$ cat src/design/xcfd_pkg.sv
// Shared types and constants for the XOR-checked frame deframer.
`timescale 1ns / 1ps

package xcfd_pkg;

   typedef enum logic [2:0] {
      PH_HUNT    = 3'd0,
      PH_CMD     = 3'd1,
      PH_LEN_LO  = 3'd2,
      PH_LEN_HI  = 3'd3,
      PH_PAYLOAD = 3'd4,
      PH_CHECK   = 3'd5,
      PH_END     = 3'd6
   } phase_type;

   typedef enum logic [2:0] {
      EV_DATA     = 3'd0,
      EV_ACCEPT   = 3'd1,
      EV_BAD_SUM  = 3'd2,
      EV_BAD_END  = 3'd3,
      EV_OVERSIZE = 3'd4
   } event_kind_type;

   localparam int unsigned ADDR_W = 4;

   localparam logic [1:0] REG_START_BYTE  = 2'd0;
   localparam logic [1:0] REG_END_BYTE    = 2'd1;
   localparam logic [1:0] REG_MAX_PAYLOAD = 2'd2;

   localparam logic [7:0]  START_BYTE_RST  = 8'hAA;
   localparam logic [7:0]  END_BYTE_RST    = 8'h55;
   localparam logic [15:0] MAX_PAYLOAD_RST = 16'd2048;

   typedef struct packed {
      logic [7:0]  start_byte;
      logic [7:0]  end_byte;
      logic [15:0] max_payload;
   } cfg_type;

endpackage

$ cat src/design/xcfd_csr.sv
// Configuration register file with APB-style access.
`timescale 1ns / 1ps

module xcfd_csr (
   input  logic                         clock,
   input  logic                         reset,
   input  logic                         csr_psel,
   input  logic                         csr_penable,
   input  logic                         csr_pwrite,
   input  logic [xcfd_pkg::ADDR_W-1:0] csr_paddr,
   input  logic [31:0]                  csr_pwdata,
   output logic [31:0]                  csr_prdata,
   output logic                         csr_pready,
   output xcfd_pkg::cfg_type            cfg
);

   logic [7:0]  start_byte_ff;
   logic [7:0]  end_byte_ff;
   logic [15:0] max_payload_ff;
   logic        wr_en;
   logic [1:0]  reg_idx;

   assign csr_pready = 1'b1;
   assign wr_en      = csr_psel & csr_penable & csr_pwrite;
   assign reg_idx    = csr_paddr[3:2];

   always_ff @(posedge clock) begin
      if (reset) begin
         start_byte_ff  <= xcfd_pkg::START_BYTE_RST;
         end_byte_ff    <= xcfd_pkg::END_BYTE_RST;
         max_payload_ff <= xcfd_pkg::MAX_PAYLOAD_RST;
      end else if (wr_en) begin
         unique case (reg_idx)
            xcfd_pkg::REG_START_BYTE:  start_byte_ff  <= csr_pwdata[7:0];
            xcfd_pkg::REG_END_BYTE:    end_byte_ff    <= csr_pwdata[7:0];
            xcfd_pkg::REG_MAX_PAYLOAD: max_payload_ff <= csr_pwdata[15:0];
            default: ;
         endcase
      end
   end

   always_comb begin
      unique case (reg_idx)
         xcfd_pkg::REG_START_BYTE:  csr_prdata = {24'd0, start_byte_ff};
         xcfd_pkg::REG_END_BYTE:    csr_prdata = {24'd0, end_byte_ff};
         xcfd_pkg::REG_MAX_PAYLOAD: csr_prdata = {16'd0, max_payload_ff};
         default:                   csr_prdata = 32'd0;
      endcase
   end

   assign cfg.start_byte  = start_byte_ff;
   assign cfg.end_byte    = end_byte_ff;
   assign cfg.max_payload = max_payload_ff;

endmodule

$ cat src/design/xcfd_parser.sv
// Frame parser: input register, per-byte state update and result register.
`timescale 1ns / 1ps

module xcfd_parser (
   input  logic              clock,
   input  logic              reset,
   input  xcfd_pkg::cfg_type cfg,
   input  logic              req_valid,
   output logic              req_ready,
   input  logic [7:0]        req_rx_byte,
   input  logic              req_restart,
   output logic              rsp_valid,
   input  logic              rsp_ready,
   output logic [2:0]        rsp_event_kind,
   output logic [7:0]        rsp_frame_cmd,
   output logic [15:0]       rsp_frame_length,
   output logic [7:0]        rsp_data_byte,
   output logic              rsp_frame_end
);

   // input register
   logic       in_valid_ff;
   logic [7:0] in_byte_ff;
   logic       in_restart_ff;

   // frame state
   xcfd_pkg::phase_type phase_ff, phase_in;
   logic [7:0]  cmd_ff, cmd_in;
   logic [15:0] len_ff, len_in;
   logic [15:0] seen_ff, seen_in;
   logic [7:0]  xor_ff, xor_in;

   // result register
   logic                     out_valid_ff;
   xcfd_pkg::event_kind_type kind_ff;
   logic [7:0]               out_cmd_ff;
   logic [15:0]              out_len_ff;
   logic [7:0]               data_ff;
   logic                     end_ff;

   logic                     advance;
   logic                     emit;
   xcfd_pkg::event_kind_type kind_in;
   logic [7:0]               data_in;
   logic [15:0]              len_full;
   logic [15:0]              seen_inc;

   assign advance   = in_valid_ff & (~out_valid_ff | rsp_ready);
   assign req_ready = ~in_valid_ff | advance;
   assign len_full  = {in_byte_ff, len_ff[7:0]};
   assign seen_inc  = seen_ff + 16'd1;

   always_ff @(posedge clock) begin
      if (reset) begin
         in_valid_ff <= 1'b0;
      end else if (req_valid && req_ready) begin
         in_valid_ff <= 1'b1;
      end else if (advance) begin
         in_valid_ff <= 1'b0;
      end
   end

   always_ff @(posedge clock) begin
      if (req_valid && req_ready) begin
         in_byte_ff    <= req_rx_byte;
         in_restart_ff <= req_restart;
      end
   end

   always_comb begin
      phase_in = phase_ff;
      cmd_in   = cmd_ff;
      len_in   = len_ff;
      seen_in  = seen_ff;
      xor_in   = xor_ff;
      emit     = 1'b0;
      kind_in  = xcfd_pkg::EV_DATA;
      data_in  = 8'd0;
      if (in_restart_ff) begin
         phase_in = xcfd_pkg::PH_HUNT;
         cmd_in   = 8'd0;
         len_in   = 16'd0;
         seen_in  = 16'd0;
         xor_in   = 8'd0;
      end else begin
         unique case (phase_ff)
            xcfd_pkg::PH_CMD: begin
               cmd_in   = in_byte_ff;
               xor_in   = in_byte_ff;
               phase_in = xcfd_pkg::PH_LEN_LO;
            end
            xcfd_pkg::PH_LEN_LO: begin
               len_in   = {8'd0, in_byte_ff};
               xor_in   = xor_ff ^ in_byte_ff;
               phase_in = xcfd_pkg::PH_LEN_HI;
            end
            xcfd_pkg::PH_LEN_HI: begin
               len_in  = len_full;
               xor_in  = xor_ff ^ in_byte_ff;
               seen_in = 16'd0;
               if (len_full > cfg.max_payload) begin
                  phase_in = xcfd_pkg::PH_HUNT;
                  emit     = 1'b1;
                  kind_in  = xcfd_pkg::EV_OVERSIZE;
               end else if (len_full == 16'd0) begin
                  phase_in = xcfd_pkg::PH_CHECK;
               end else begin
                  phase_in = xcfd_pkg::PH_PAYLOAD;
               end
            end
            xcfd_pkg::PH_PAYLOAD: begin
               xor_in  = xor_ff ^ in_byte_ff;
               seen_in = seen_inc;
               if (seen_inc >= len_ff) begin
                  phase_in = xcfd_pkg::PH_CHECK;
               end
               emit    = 1'b1;
               kind_in = xcfd_pkg::EV_DATA;
               data_in = in_byte_ff;
            end
            xcfd_pkg::PH_CHECK: begin
               if (in_byte_ff != xor_ff) begin
                  phase_in = xcfd_pkg::PH_HUNT;
                  emit     = 1'b1;
                  kind_in  = xcfd_pkg::EV_BAD_SUM;
               end else begin
                  phase_in = xcfd_pkg::PH_END;
               end
            end
            xcfd_pkg::PH_END: begin
               phase_in = xcfd_pkg::PH_HUNT;
               emit     = 1'b1;
               kind_in  = (in_byte_ff == cfg.end_byte) ? xcfd_pkg::EV_ACCEPT
                                                       : xcfd_pkg::EV_BAD_END;
            end
            default: begin
               // hunting, and the unused phase code
               phase_in = xcfd_pkg::PH_HUNT;
               if (in_byte_ff == cfg.start_byte) begin
                  xor_in   = 8'd0;
                  seen_in  = 16'd0;
                  phase_in = xcfd_pkg::PH_CMD;
               end
            end
         endcase
      end
   end

   always_ff @(posedge clock) begin
      if (reset) begin
         phase_ff <= xcfd_pkg::PH_HUNT;
         cmd_ff   <= 8'd0;
         len_ff   <= 16'd0;
         seen_ff  <= 16'd0;
         xor_ff   <= 8'd0;
      end else if (advance) begin
         phase_ff <= phase_in;
         cmd_ff   <= cmd_in;
         len_ff   <= len_in;
         seen_ff  <= seen_in;
         xor_ff   <= xor_in;
      end
   end

   always_ff @(posedge clock) begin
      if (reset) begin
         out_valid_ff <= 1'b0;
      end else if (advance) begin
         out_valid_ff <= emit;
      end else if (rsp_ready) begin
         out_valid_ff <= 1'b0;
      end
   end

   always_ff @(posedge clock) begin
      if (advance && emit) begin
         kind_ff    <= kind_in;
         out_cmd_ff <= cmd_in;
         out_len_ff <= len_in;
         data_ff    <= data_in;
         end_ff     <= (kind_in != xcfd_pkg::EV_DATA);
      end
   end

   assign rsp_valid        = out_valid_ff;
   assign rsp_event_kind   = kind_ff;
   assign rsp_frame_cmd    = out_cmd_ff;
   assign rsp_frame_length = out_len_ff;
   assign rsp_data_byte    = data_ff;
   assign rsp_frame_end    = end_ff;

endmodule

$ cat src/design/xor_checked_frame_deframer.sv
// Top level of the XOR-checked frame deframer.
// A byte is registered in the input register on acceptance; its result is registered in the result register.
// Throughput: one byte per cycle; the result register lets the next byte enter while a
// result waits, and back-pressure on rsp stalls the single input register.
// Reset: synchronous, active high; parser returns to hunting with held values zero,
// registers return to start 0xAA, end 0x55, max payload 2048.
`timescale 1ns / 1ps

module xor_checked_frame_deframer (
   input  logic                         clock,
   input  logic                         reset,
   input  logic                         req_valid,
   output logic                         req_ready,
   input  logic [7:0]                   req_rx_byte,
   input  logic                         req_restart,
   output logic                         rsp_valid,
   input  logic                         rsp_ready,
   output logic [2:0]                   rsp_event_kind,
   output logic [7:0]                   rsp_frame_cmd,
   output logic [15:0]                  rsp_frame_length,
   output logic [7:0]                   rsp_data_byte,
   output logic                         rsp_frame_end,
   input  logic                         csr_psel,
   input  logic                         csr_penable,
   input  logic                         csr_pwrite,
   input  logic [xcfd_pkg::ADDR_W-1:0] csr_paddr,
   input  logic [31:0]                  csr_pwdata,
   output logic [31:0]                  csr_prdata,
   output logic                         csr_pready
);

   xcfd_pkg::cfg_type cfg;

   xcfd_csr u_csr (
      .clock       (clock),
      .reset       (reset),
      .csr_psel    (csr_psel),
      .csr_penable (csr_penable),
      .csr_pwrite  (csr_pwrite),
      .csr_paddr   (csr_paddr),
      .csr_pwdata  (csr_pwdata),
      .csr_prdata  (csr_prdata),
      .csr_pready  (csr_pready),
      .cfg         (cfg)
   );

   xcfd_parser u_parser (
      .clock            (clock),
      .reset            (reset),
      .cfg              (cfg),
      .req_valid        (req_valid),
      .req_ready        (req_ready),
      .req_rx_byte      (req_rx_byte),
      .req_restart      (req_restart),
      .rsp_valid        (rsp_valid),
      .rsp_ready        (rsp_ready),
      .rsp_event_kind   (rsp_event_kind),
      .rsp_frame_cmd    (rsp_frame_cmd),
      .rsp_frame_length (rsp_frame_length),
      .rsp_data_byte    (rsp_data_byte),
      .rsp_frame_end    (rsp_frame_end)
   );

endmodule

$ cat config.mk
export PLATFORM = sky130hd
export DESIGN_NAME = xor_checked_frame_deframer
export DESIGN_NICKNAME = d
export VERILOG_FILES = /design/src/design/xcfd_pkg.sv /design/src/design/xcfd_csr.sv /design/src/design/xcfd_parser.sv /design/src/design/xor_checked_frame_deframer.sv
export SDC_FILE = /design/constraint.sdc
export NUM_CORES = 1
export LEC_CHECK = 0
export ABC_AREA = 0
export BUFFER_PORTS_ARGS = -buffer_cell sky130_fd_sc_hd__buf_2
export CORE_MARGIN = 5
export CORE_UTILIZATION = 49
export DETAILED_ROUTE_END_ITERATION = 8
export GPL_TIMING_DRIVEN = 0
export PLACE_DENSITY = 0.83
export SLEW_MARGIN = 20
export SYNTH_ARGS = -nofsm -noshare
export SYNTH_HDL_FRONTEND = slang
export SYNTH_SLANG_ARGS = --single-unit
$ cat constraint.sdc
create_clock -name clock -period 4.8 [get_ports clock]
set_input_delay 0.96 -clock clock [delete_from_list [all_inputs] [get_ports clock]]
set_output_delay 0.96 -clock clock [all_outputs]
set_load 0.01 [all_outputs]
==> impl_results.md <==
* Routed wl met3 at 1659 um
* MaxCap Viol Count at 0
* Sequential share of the synthesized area at 43.11%
* Post_cts resized at 0
* Gpl congestion at 0.9348
* Cell area after synthesis at 7082 um^2
* # setup viols final at 0
* Combinational power share at 6.6%
* Synth Area in XOR/XNOR at 4.700%
* Synthesis-to-finish area growth at 18.30%
* Die ar. at 16960 um^2
* Status: finished, final reports clean
* EDFF count, synth at 45
* Mux share of post-synthesis cell area at 2.686%
* CTS root buf: clkbuf_16
* Final wirelength at 19530 um
* Total negative slack at 0 ns
* Final hold violations at 0
* Top cells by area in the synthesized netlist: dfxtp_1, edfxtp_1, nand2_1, a21oi_1, ha_1
* Average wire per standard cell at 17.10 um
* Core ar. at 14370 um^2
* DR pass1 iterations at 6
* Ys flop type: dfxtp_1
* Synth Area in Compound Gates at 14.93%
* Bufs on Longest Clock Path at 2
* Layout cells sized above 1 at 17.22%
* Initial antenna violation count at 0
* Worst setup SP type: primary input
* Yosys top cell by area: dfxtp_1
* Port bufs at 87
* Vias in the first global route at 6118
* Synth warn at 0
* CTS tree: yes
* Reg clk slew, reported paths at 0.06 ns
* Hold buffers post-CTS at 0
* Cells after Synth at 820
* Clk_skew at 0.01047 ns
* CTS Buf Count at 17
* Min Tclk post-route at 3.679 ns
* R2R Setup Slk at 1.31 ns
* Largest net degree at the start of global routing at 17
* Nets at 1030
* Seq pwr share at 46.4%
* Setup ws final at 1.121 ns
* Antenna-violating nets left at 0
* Die X at 130.2 um
* First DRT Iteration DRCs at 580
* Switching Share at 23.12%
* Area share of fa/ha/maj cells after synthesis at 5.830%
* H-tree depth at 4
* PwrDens at 296.5 nW/um^2
* Highest Signal Layer: met4
* Clock Latency Late Sink at 0.43 ns
* Sw Pwr at 0.5742 mW
* GRT Util Overall at 23.50%
* Top-count cell post-synth: nand2_1
* Setup Buffers After CTS at 0
* Worst hold path type: reg2reg
* RSZ-0062 raised after global routing: false
* Yosys top cell area share at 24.03%
* WL met1 at 7984 um
* Worst Path Max Fanout at 10
* First-pass GRT wire length at 30730 um
* Post-Syn Area per Cell at 8.636 um^2
* Slew margin rel. at 41.31%
* WS Path Type: in2out
* Max-slew violations at 0
* Top cells by instance count after synthesis: nand2_1, a21oi_1, dfxtp_1, edfxtp_1, nor2_1
* CTS sink count at 130
* GR Overflow Total at 0
* Chip height at 130.2 um
* Period utilisation layout at 76.65%
* Boundary pin count at 123
* Worst EP arrival at 2.72 ns
* DR vias at 6452
* Final core occ at 58.31%
* ANT cells at 0
* Met2 wirelength from detailed routing at 9102 um
* Worst-margin pin slew at 0.8785 ns
* Main combinational cell family by area after synthesis: simple AND/OR/NAND/NOR gates
* Lkg Pwr at 3.325 nW
* Int Pwr at 1.910 mW
* Worst EP required at 3.84 ns
* Post-synth ARST share at 0%
* Yosys cell types at 60
* Row Count at 44
* Initial Util at 49.29%
* Max frequency at 271.8 MHz
* Synth Area in Simple Gates at 21.63%
* Pre-CTS setup slack at 1.171 ns
* VDD IR max at 0.2382 mV
* Fill cell count at 1275
* Post-synthesis register bit count at 130
* Setup crit end kind: output pin
* DR vias/cell at 5.650
* Dpl hpwl at 13840 um
* DRC violations left at 0
* Clock Power Share at 47.0%
==> final timing paths <==
path | startpoint | to | depth (start not counted)
hold / removal | u_parser.cmd_ff[6] | u_parser.cmd_ff[6] | 2
setup / recovery | csr_paddr[2] | csr_prdata[6] | 7
hold reg to reg | u_parser.cmd_ff[6] | u_parser.cmd_ff[6] | 2
setup reg to reg | u_parser.in_byte_ff[7] | u_parser.rsp_data_byte[4] | 11
==> final cells by class <==
class	instances	area [um^2]	share of cell area (%)
Multi-Input combinational cell	606	3593	42.89
Clock inverter	6	32.53	0.3883
Clock buffer	26	499.2	5.959
Buffer	65	369.1	4.406
Sequential cell	130	3053	36.44
Tap cell	184	230.2	2.748
Inverter	34	127.6	1.523
Timing Repair Buffer	91	473.0	5.645
==> power groups by stage <==
stage               sequential, mW  combinational, mW  clock [mW]
detailed placement            1.18              0.159           0
global route                  1.15              0.176        1.23
finish                        1.15              0.164        1.17
global placement              1.18              0.155           0
floorplan                     1.17              0.101           0
CTS                           1.15              0.160        1.18
==> cell families (layout without fill, tap and decap cells) <==
logic type,Yosys count,in the layout
AND/OR/NAND/NOR,323,323
XOR/XNOR,38,38
flip-flops,130,130
adder cells (fa/ha/maj),33,33
other,2,17
AO/OA/AOI/OAI,176,176
buffers and inverters,99,222
multiplexers,19,19
==> cells in the final DEF (no fill, tap or decap), types with 7 or more instances in the layout <==
master,synthesis,final
a21oi_1,94,94
a22oi_1,8,8
and2_1,18,18
buf_2,4,91
buf_4,19,21
buf_6,6,8
clkbuf_1,30,35
clkbuf_16,0,17
conb_1,2,17
dfxtp_1,85,85
edfxtp_1,45,45
ha_1,33,33
inv_1,34,34
mux2i_1,19,19
nand2_1,150,150
nand2b_1,8,8
nand3_1,39,39
nand3b_1,7,7
nand4_1,8,8
nor2_1,40,40
nor2b_1,15,15
nor3_1,8,7
nor4_1,11,11
o21ai_0,35,35
xnor2_1,18,18
xor2_1,20,20
==> sequential cells by signal, indices dropped and copies added (netlist names), 3 cells and up <==
signal	cells
u_parser.in_byte_ff	8
u_csr.end_byte_ff	8
u_csr.max_payload_ff	16
u_parser.rsp_event_kind	3
u_parser.rsp_frame_cmd	8
u_parser.xor_ff	8
u_parser.rsp_frame_length	16
u_parser.seen_ff	16
u_parser.len_ff	16
u_parser.cmd_ff	8
u_parser.rsp_data_byte	8
u_parser.phase_ff	3
u_csr.start_byte_ff	8
==> per-layer routing <==
| layer | vias to the layer above | GRT usage [%] |
|---|---|---|
| met2 | 328 | 38.17 |
| li1 | 3064 | - |
| met3 | 70 | 5.362 |
| met1 | 2990 | 29.21 |
| met5 | - | 0 |
| met4 | 0 | 12.22 |
==> per-stage QoR <==
step                cell area, um^2  power [mW]  std cells  hold WS [ns]
floorplan                      7138       1.273        835        0.4366
global placement               7804       1.330       1106        0.4424
detailed placement             7846       1.334       1110        0.4469
CTS                            8378       2.494       1142        0.4557
global route                   8378       2.564       1142        0.4722
finish                         8378       2.484       1142        0.4523
==> worst max-delay path, stage by stage <==
cell and delay (ns):
buf_2 0.10, clkbuf_1 0.27, nor2b_1 0.48, clkbuf_1 0.48, nand2_1 0.10, o21ai_0 0.14, buf_2 0.19
Power figures use the tool's default switching activity.
